### src/rtl/core/rpn_pkg.sv
// Shared types and constants of the RPN integer stack calculator.
// Holds the opcode, status and sequencer state enums and the command and result words.
// No dependencies.
package rpn_pkg;

    localparam int DATA_W          = 32;
    localparam int INDEX_W         = 6;
    localparam int COUNT_W         = 7;
    localparam int ITER_W          = 5;
    localparam int STACK_DEPTH_DEF = 64;

    typedef enum logic [2:0] {
        OP_PUSH      = 3'd0,
        OP_POP       = 3'd1,
        OP_PEEK_TOP  = 3'd2,
        OP_PEEK_BOT  = 3'd3,
        OP_ADD       = 3'd4,
        OP_SUB       = 3'd5,
        OP_MUL       = 3'd6,
        OP_DIV       = 3'd7
    } opcode_t;

    typedef enum logic [2:0] {
        ST_OK      = 3'd0,
        ST_EMPTY   = 3'd1,
        ST_RANGE   = 3'd2,
        ST_FEW     = 3'd3,
        ST_DIVZERO = 3'd4,
        ST_FULL    = 3'd5
    } status_t;

    typedef enum logic [2:0] {
        S_IDLE,
        S_DECODE,
        S_FETCH_R,
        S_FETCH_L,
        S_MUL,
        S_DIV,
        S_FIX,
        S_WB
    } state_t;

    typedef struct packed {
        opcode_t                    opcode;
        logic signed [DATA_W-1:0]   push_value;
        logic        [INDEX_W-1:0]  peek_index;
    } cmd_word_t;

    typedef struct packed {
        logic signed [DATA_W-1:0]   result_value;
        status_t                    status;
        logic        [COUNT_W-1:0]  stack_count;
    } res_word_t;

endpackage

### src/rtl/core/rpn_ram.sv
// Generic single-write, single-read RAM with a registered read port.
// Read data holds while no read is requested. No dependencies.
module rpn_ram #(
    parameter int WIDTH = 32,
    parameter int DEPTH = 64
) (
    input  logic                     clk,
    input  logic                     we,
    input  logic [$clog2(DEPTH)-1:0] waddr,
    input  logic [WIDTH-1:0]         wdata,
    input  logic                     re,
    input  logic [$clog2(DEPTH)-1:0] raddr,
    output logic [WIDTH-1:0]         rdata
);

    logic [WIDTH-1:0] mem [DEPTH];

    always_ff @(posedge clk)
    begin
        if (we)
        begin
            mem[waddr] <= wdata;
        end
        if (re)
        begin
            rdata <= mem[raddr];
        end
    end

endmodule

### src/rtl/core/rpn_integer_stack_calculator_top.sv
// Top level of the RPN integer stack calculator: sequencer, shared adder and stack RAM.
// Depends on rpn_pkg and rpn_ram.
//
// The block evaluates postfix operations on a stack of signed 32-bit integers held in
// a RAM with a registered read port. It takes one command word at a time and returns
// exactly one result word for it; the next command is taken once the sequencer is
// idle, even while the previous result still waits in the output register. Push and
// every error case other than divide by zero finish in the decode state; pop, peek
// and divide by zero after one RAM read; add and subtract after both operand reads.
// All arithmetic shares the single 33-bit adder: multiply is a shift-add and divide a
// restoring division, each one bit per cycle through that adder, and divide then
// passes a fix state that sets the sign and rounding of the quotient, which rounds
// toward minus infinity. A result that is not taken stalls the sequencer.
module rpn_integer_stack_calculator_top #(
    parameter int STACK_DEPTH = rpn_pkg::STACK_DEPTH_DEF
) (
    input  logic               clk,
    input  logic               rst_n,
    input  logic               cmd_valid,
    output logic               cmd_ready,
    input  rpn_pkg::cmd_word_t cmd,
    output logic               res_valid,
    input  logic               res_ready,
    output rpn_pkg::res_word_t res
);

    localparam int DW     = rpn_pkg::DATA_W;
    localparam int ADDR_W = (STACK_DEPTH > 1) ? $clog2(STACK_DEPTH) : 1;
    localparam int CNT_W  = $clog2(STACK_DEPTH + 1);
    localparam int CMP_W  = (CNT_W > rpn_pkg::INDEX_W) ? CNT_W : rpn_pkg::INDEX_W;

    rpn_pkg::state_t    state_reg, state_next;
    rpn_pkg::cmd_word_t cmd_reg, cmd_next;
    rpn_pkg::res_word_t res_reg, res_next;
    logic               res_valid_reg, res_valid_next;
    logic [CNT_W-1:0]   count_reg, count_next;
    logic [DW-1:0]      left_reg, left_next;
    logic [DW-1:0]      right_reg, right_next;
    logic [DW-1:0]      acc_reg, acc_next;
    logic               sign_l_reg, sign_l_next;
    logic               sign_r_reg, sign_r_next;
    logic [rpn_pkg::ITER_W-1:0] iter_reg, iter_next;

    logic               ram_we;
    logic [ADDR_W-1:0]  ram_waddr;
    logic [DW-1:0]      ram_wdata;
    logic               ram_re;
    logic [ADDR_W-1:0]  ram_raddr;
    logic [DW-1:0]      ram_rdata;

    logic [DW:0]        add_a, add_b;
    logic               add_sub;
    logic [DW+1:0]      add_sum;

    logic               res_free;
    logic               fin;
    logic [DW-1:0]      fin_value;
    rpn_pkg::status_t   fin_status;
    logic [CMP_W-1:0]   cnt_ext, idx_ext, top_addr;
    logic [DW:0]        div_shift;

    rpn_ram #(
        .WIDTH (DW),
        .DEPTH (STACK_DEPTH)
    ) u_stack_ram (
        .clk   (clk),
        .we    (ram_we),
        .waddr (ram_waddr),
        .wdata (ram_wdata),
        .re    (ram_re),
        .raddr (ram_raddr),
        .rdata (ram_rdata)
    );

    assign add_sum = {1'b0, add_a} + {1'b0, add_b ^ {(DW + 1){add_sub}}}
                     + {{(DW + 1){1'b0}}, add_sub};

    assign res_free  = !res_valid_reg || res_ready;
    assign cnt_ext   = CMP_W'(count_reg);
    assign idx_ext   = CMP_W'(cmd_reg.peek_index);
    assign top_addr  = cnt_ext - idx_ext - CMP_W'(1);
    assign div_shift = {acc_reg, left_reg[DW-1]};

    assign cmd_ready = (state_reg == rpn_pkg::S_IDLE);
    assign res_valid = res_valid_reg;
    assign res       = res_reg;

    always_ff @(posedge clk or negedge rst_n)
    begin
        if (!rst_n)
        begin
            state_reg     <= rpn_pkg::S_IDLE;
            res_valid_reg <= 1'b0;
            count_reg     <= '0;
        end
        else
        begin
            state_reg     <= state_next;
            res_valid_reg <= res_valid_next;
            count_reg     <= count_next;
        end
    end

    always_ff @(posedge clk)
    begin
        cmd_reg    <= cmd_next;
        res_reg    <= res_next;
        left_reg   <= left_next;
        right_reg  <= right_next;
        acc_reg    <= acc_next;
        sign_l_reg <= sign_l_next;
        sign_r_reg <= sign_r_next;
        iter_reg   <= iter_next;
    end

    always_comb
    begin
        state_next     = state_reg;
        cmd_next       = cmd_reg;
        res_next       = res_reg;
        res_valid_next = res_valid_reg;
        count_next     = count_reg;
        left_next      = left_reg;
        right_next     = right_reg;
        acc_next       = acc_reg;
        sign_l_next    = sign_l_reg;
        sign_r_next    = sign_r_reg;
        iter_next      = iter_reg;
        ram_we         = 1'b0;
        ram_waddr      = '0;
        ram_wdata      = '0;
        ram_re         = 1'b0;
        ram_raddr      = '0;
        add_a          = '0;
        add_b          = '0;
        add_sub        = 1'b0;
        fin            = 1'b0;
        fin_value      = '0;
        fin_status     = rpn_pkg::ST_OK;

        case (state_reg)
            rpn_pkg::S_IDLE:
            begin
                if (cmd_valid)
                begin
                    cmd_next   = cmd;
                    state_next = rpn_pkg::S_DECODE;
                end
            end

            rpn_pkg::S_DECODE:
            begin
                case (cmd_reg.opcode)
                    rpn_pkg::OP_PUSH:
                    begin
                        fin = 1'b1;
                        if (count_reg == CNT_W'(STACK_DEPTH))
                        begin
                            fin_status = rpn_pkg::ST_FULL;
                        end
                        else if (res_free)
                        begin
                            ram_we     = 1'b1;
                            ram_waddr  = count_reg[ADDR_W-1:0];
                            ram_wdata  = cmd_reg.push_value;
                            count_next = count_reg + CNT_W'(1);
                        end
                    end
                    rpn_pkg::OP_POP:
                    begin
                        if (count_reg == '0)
                        begin
                            fin        = 1'b1;
                            fin_status = rpn_pkg::ST_EMPTY;
                        end
                        else
                        begin
                            ram_re     = 1'b1;
                            ram_raddr  = ADDR_W'(count_reg - CNT_W'(1));
                            state_next = rpn_pkg::S_FETCH_R;
                        end
                    end
                    rpn_pkg::OP_PEEK_TOP, rpn_pkg::OP_PEEK_BOT:
                    begin
                        if (idx_ext >= cnt_ext)
                        begin
                            fin        = 1'b1;
                            fin_status = rpn_pkg::ST_RANGE;
                        end
                        else
                        begin
                            ram_re     = 1'b1;
                            ram_raddr  = (cmd_reg.opcode == rpn_pkg::OP_PEEK_TOP) ?
                                         top_addr[ADDR_W-1:0] : idx_ext[ADDR_W-1:0];
                            state_next = rpn_pkg::S_FETCH_R;
                        end
                    end
                    default:
                    begin
                        if (count_reg < CNT_W'(2))
                        begin
                            fin        = 1'b1;
                            fin_status = rpn_pkg::ST_FEW;
                        end
                        else
                        begin
                            ram_re     = 1'b1;
                            ram_raddr  = ADDR_W'(count_reg - CNT_W'(1));
                            state_next = rpn_pkg::S_FETCH_R;
                        end
                    end
                endcase
            end

            rpn_pkg::S_FETCH_R:
            begin
                case (cmd_reg.opcode)
                    rpn_pkg::OP_POP, rpn_pkg::OP_PEEK_TOP, rpn_pkg::OP_PEEK_BOT:
                    begin
                        fin       = 1'b1;
                        fin_value = ram_rdata;
                        if (res_free && cmd_reg.opcode == rpn_pkg::OP_POP)
                        begin
                            count_next = count_reg - CNT_W'(1);
                        end
                    end
                    default:
                    begin
                        if (cmd_reg.opcode == rpn_pkg::OP_DIV && ram_rdata == '0)
                        begin
                            fin        = 1'b1;
                            fin_status = rpn_pkg::ST_DIVZERO;
                        end
                        else
                        begin
                            sign_r_next = ram_rdata[DW-1];
                            add_b       = {1'b0, ram_rdata};
                            add_sub     = 1'b1;
                            right_next  = (cmd_reg.opcode == rpn_pkg::OP_DIV
                                           && ram_rdata[DW-1]) ? add_sum[DW-1:0] : ram_rdata;
                            ram_re      = 1'b1;
                            ram_raddr   = ADDR_W'(count_reg - CNT_W'(2));
                            state_next  = rpn_pkg::S_FETCH_L;
                        end
                    end
                endcase
            end

            rpn_pkg::S_FETCH_L:
            begin
                sign_l_next = ram_rdata[DW-1];
                iter_next   = '0;
                case (cmd_reg.opcode)
                    rpn_pkg::OP_ADD, rpn_pkg::OP_SUB:
                    begin
                        add_a      = {1'b0, ram_rdata};
                        add_b      = {1'b0, right_reg};
                        add_sub    = (cmd_reg.opcode == rpn_pkg::OP_SUB);
                        acc_next   = add_sum[DW-1:0];
                        state_next = rpn_pkg::S_WB;
                    end
                    rpn_pkg::OP_MUL:
                    begin
                        left_next  = ram_rdata;
                        acc_next   = '0;
                        state_next = rpn_pkg::S_MUL;
                    end
                    default:
                    begin
                        add_b      = {1'b0, ram_rdata};
                        add_sub    = 1'b1;
                        left_next  = ram_rdata[DW-1] ? add_sum[DW-1:0] : ram_rdata;
                        acc_next   = '0;
                        state_next = rpn_pkg::S_DIV;
                    end
                endcase
            end

            rpn_pkg::S_MUL:
            begin
                add_a      = {1'b0, acc_reg};
                add_b      = {1'b0, left_reg};
                if (right_reg[0])
                begin
                    acc_next = add_sum[DW-1:0];
                end
                left_next  = {left_reg[DW-2:0], 1'b0};
                right_next = {1'b0, right_reg[DW-1:1]};
                iter_next  = iter_reg + rpn_pkg::ITER_W'(1);
                if (iter_reg == rpn_pkg::ITER_W'(DW - 1))
                begin
                    state_next = rpn_pkg::S_WB;
                end
            end

            rpn_pkg::S_DIV:
            begin
                add_a   = div_shift;
                add_b   = {1'b0, right_reg};
                add_sub = 1'b1;
                if (add_sum[DW+1])
                begin
                    acc_next  = add_sum[DW-1:0];
                    left_next = {left_reg[DW-2:0], 1'b1};
                end
                else
                begin
                    acc_next  = div_shift[DW-1:0];
                    left_next = {left_reg[DW-2:0], 1'b0};
                end
                iter_next = iter_reg + rpn_pkg::ITER_W'(1);
                if (iter_reg == rpn_pkg::ITER_W'(DW - 1))
                begin
                    state_next = rpn_pkg::S_FIX;
                end
            end

            rpn_pkg::S_FIX:
            begin
                add_b   = {1'b0, left_reg};
                add_sub = 1'b1;
                if (sign_l_reg ^ sign_r_reg)
                begin
                    acc_next = (acc_reg != '0) ? ~left_reg : add_sum[DW-1:0];
                end
                else
                begin
                    acc_next = left_reg;
                end
                state_next = rpn_pkg::S_WB;
            end

            rpn_pkg::S_WB:
            begin
                fin       = 1'b1;
                fin_value = acc_reg;
                if (res_free)
                begin
                    ram_we     = 1'b1;
                    ram_waddr  = ADDR_W'(count_reg - CNT_W'(2));
                    ram_wdata  = acc_reg;
                    count_next = count_reg - CNT_W'(1);
                end
            end

            default:
            begin
                state_next = rpn_pkg::S_IDLE;
            end
        endcase

        if (res_ready)
        begin
            res_valid_next = 1'b0;
        end
        if (fin && res_free)
        begin
            res_next.result_value = fin_value;
            res_next.status       = fin_status;
            res_next.stack_count  = rpn_pkg::COUNT_W'(count_next);
            res_valid_next        = 1'b1;
            state_next            = rpn_pkg::S_IDLE;
        end
    end

    a_count_bound: assert property (@(posedge clk) disable iff (!rst_n)
        count_reg <= CNT_W'(STACK_DEPTH))
        else $error("stack count beyond depth");

    a_accept_decode: assert property (@(posedge clk) disable iff (!rst_n)
        (cmd_valid && cmd_ready) |=> (state_reg == rpn_pkg::S_DECODE))
        else $error("accepted word did not start decoding");

    a_result_idle: assert property (@(posedge clk) disable iff (!rst_n)
        (fin && res_free) |=> (res_valid && state_reg == rpn_pkg::S_IDLE))
        else $error("loaded result without returning to idle");

    a_error_keeps_count: assert property (@(posedge clk) disable iff (!rst_n)
        (fin && res_free && fin_status != rpn_pkg::ST_OK) |=> $stable(count_reg))
        else $error("failed operation changed the stack count");

endmodule
### config.mk
export PLATFORM = sky130hd
export DESIGN_NAME = rpn_integer_stack_calculator_top
export DESIGN_NICKNAME = d
export VERILOG_FILES = /design/src/rtl/core/rpn_pkg.sv /design/src/rtl/core/rpn_ram.sv /design/src/rtl/core/rpn_integer_stack_calculator_top.sv
export SDC_FILE = /design/constraint.sdc
export NUM_CORES = 2
export LEC_CHECK = 0
export ABC_AREA = 1
export BUFFER_PORTS_ARGS = -buffer_cell sky130_fd_sc_hd__clkbuf_2
export CELL_PAD_IN_SITES_DETAIL_PLACEMENT = 1
export CELL_PAD_IN_SITES_GLOBAL_PLACEMENT = 2
export CORE_ASPECT_RATIO = 1.4
export CORE_UTILIZATION = 25
export CTS_CLUSTER_SIZE = 30
export DETAILED_ROUTE_END_ITERATION = 8
export PLACE_DENSITY = 0.58
export SLEW_MARGIN = 20
export SYNTH_ARGS = -nofsm -noshare
export SYNTH_HDL_FRONTEND = slang
export SYNTH_SLANG_ARGS = --single-unit
export TNS_END_PERCENT = 100
### constraint.sdc
create_clock -name clk -period 5.1 [get_ports clk]
set_input_delay 0.255 -clock clk [delete_from_list [all_inputs] [get_ports clk]]
set_output_delay 0.255 -clock clk [all_outputs]
set_load 0.01 [all_outputs]
==> reports/metrics.cfg <==
[logic_synthesis]
synth_edf_count=2266
netlist.area_leader.share_pct=67.9
yosysTopAreaCell=edfxtp_1
ys_seq_area_share_pct=68.2
syn_area_um2=100000
postSynthCellCount=8810
yosys_warnings=0
synthArstFlopShare_pct=0.483
ys.flop_type=edfxtp_1
netlist_top_cells_area=edfxtp_1 68%, nand2_1 6.8%, o211ai_1 6.2%
syn_area_per_cell_um2=11.4
ys_ff_latch=2277
syn-num-nets=8908
synth_cell_types=49

[place]
dp_hpwl_mm=226
placed_area_um2=110000
dp_cells=14000
portBuffers=88
globalplace.congestion=0.860

[detailed_routing]
drc=0
dr.pass1.iters=6
routed-via-count=69700
wirelength_mm=361
routedWlPerCell_um=24.9
ant_nets=0
via_per_inst=4.82
drt_iter0_markers=4321

[worst_hold_path]
min_delay_path_depth=2
hold_path.class=input port to register

[pwr]
p_leak_nw=42.0
irDropWorstVdd_mv=0.332
power.total_mw=69.3
power.density_nw_per_um2=588
p_comb_share_pct=41.4
p_switching_mw=28.8
swShare_pct=41.6
p_int_mw=40.5
clock_power_share_pct=24.5
seqPwrFrac_pct=34.1

[critical_path]
crit_required_ns=5.71
rr_worst_depth=23
cp-start-kind=register
cp.arrival_ns=5.41
crit_fanout=31
critPathKind=register to register
critPathCaptureType=register

[timing]
setup_violations=0
min_period_over_period_pct=94.2
grt_setup_unrepaired=no
tightest_slew_ns=1.12
hold_violations=0
clock.fmax_ghz=0.208
slew-limit-headroom_pct=25.5
min_period_ns=4.80
drv_slew=0
fin_worst_skew_ns=0.0710
fin_setup_tns_ns=0

[global_route]
grt_max_degree=107
first_global_vias=72600
antenna_found_initial=9
track_usage_pct=17.6
grt_pass1_wl_mm=520
grt_overflow=0

[die]
core_um2=398000
die_h_um=751
initial_core_util_pct=25.1
die_area_um2=403000
dieWidth_um=537
io_pins=89
rows=274

[clock_tree]
clock-sinks=2277
clock_path_buffers=4
tritoncts=done
cts_buffers=233
cts.clk_slew.worst_paths_ns=0.06
htree_levels=4
clk_latency_ns=0.94
postCtsSetupBuffers=0
root_buffer=clkbuf_16

[run_status]
status=finished, final reports clean

[final_layout]
postLayoutCoreUtil_pct=29.6
mostFrequentLayoutCell=edfxtp_1
design_area_um2=118000
drive_gt1_share_pct=10.4
syn2layout_area_growth_pct=17.8
largest_register_ffs=2048
layout_common_cells=2266 x edfxtp_1, 1805 x nand2_1, 1233 x nand3_1
nets=9149
finalNonFillerCells=14500

[job]
maxCapViolations=0

==> stage by stage <==
step                hold WS [ns]  setup WS (ns)
CTS                      0.00185          0.250
detailed placement         0.191          0.293
global route              0.0300         0.0110
floorplan                -0.0406          0.558
global placement           0.182          0.259
finish                    0.0482          0.298
==> final timing paths <==
path | start | end | slack [ns]
min | cmd[29] | cmd_reg[29] | 0.05
min reg2reg | iter_reg[0] | iter_reg[0] | 0.61
max in group asynchronous | rst_n | cnt_ext[2] | 4.18
min in group asynchronous | rst_n | cnt_ext[1] | 0.47
max reg2reg | u_stack_ram.rdata[23] | left_reg[28] | 0.30
max | u_stack_ram.rdata[23] | left_reg[28] | 0.30
==> cells in the mapped netlist (all sizes together), types with 4 or more instances <==
master   number
a21o          4
a21oi       171
a221o        17
a32o          9
buf         334
clkbuf      221
dfrtp        11
edfxtp     2266
ha           51
inv        1095
nand2      1814
nand3      1234
nand3b       34
nand4        16
nor2        221
nor3         21
nor4          6
o2111ai      22
o211ai      824
o21ai       269
o21bai        4
o221ai       42
o22ai        34
or2           9
xnor2        12
xor2         49
==> critical path: stages (launching register included) <==
cell,delay [ns]
edfxtp_1,0.44
nor2_1,0.12
nand4_1,0.35
nor2_1,0.23
buf_4,0.16
nand2_1,0.08
nand2_2,0.08
inv_2,0.05
a21oi_2,0.15
buf_12,0.22
o221ai_1,0.15
xor2_1,0.17
ha_1,0.36
a21oi_1,0.26
o21ai_0,0.16
a21oi_1,0.16
nand3_1,0.20
a21o_1,0.25
a21oi_1,0.18
xor2_1,0.18
buf_4,0.18
a21oi_1,0.07
o21ai_0,0.11
o21ai_0,0.12
==> area by class of cell <==
| cell class | instances | area, µm² |
|---|---|---|
| diodes | 5 | 12.5 |
| clock inverters | 133 | 1250 |
| well taps | 5244 | 6560 |
| inverters | 1098 | 4140 |
| clock buffers | 276 | 5990 |
| fillers | 43700 | 280000 |
| flip-flops and latches | 2277 | 68300 |
| multi-input cells | 4880 | 26200 |
| repair buffers | 561 | 5540 |
==> per-layer routing <==
layer	GRT usage [%]	vias up	part of all wire, %
met4	5.46	0	3.2
met3	1.65	530	2.9
met2	33.2	1250	53
met1	20.7	36100	41
li1	-	31800	-
met5	0	-	0
==> timing repair <==
item | 4_1_cts | 5_1_grt
hold buffers | 67 | 0
endpoints found under the setup margin | 0 | 7
gates resized for setup | 0 | 4
endpoints found under the hold margin | 64 | 0
==> power by group through the flow <==
stage	logic (mW)	registers (mW)	clock network (mW)
finish	28.7	23.6	17.0
global route	31.2	23.7	18.1
CTS	29.1	23.6	17.5
detailed placement	28.9	24.0	0
global placement	28.7	24.0	0
floorplan	15.8	23.9	0
==> cells by family (layout without fill, tap and decap cells) <==
family                     after synthesis  after routing  synth area share, %
and+or+nand+nor                       3359           3359                 14.4
DFF                                   2277           2277                 68.2
buffers and inverters                 1653           2068                 6.61
AOI/OAI and AO/OA                     1407           1407                 9.56
xor gates and xnor gates                61             61                0.533
adders and majority gates               53             53                0.677
other                                    0              5                    0
Power figures use the tool's default switching activity.
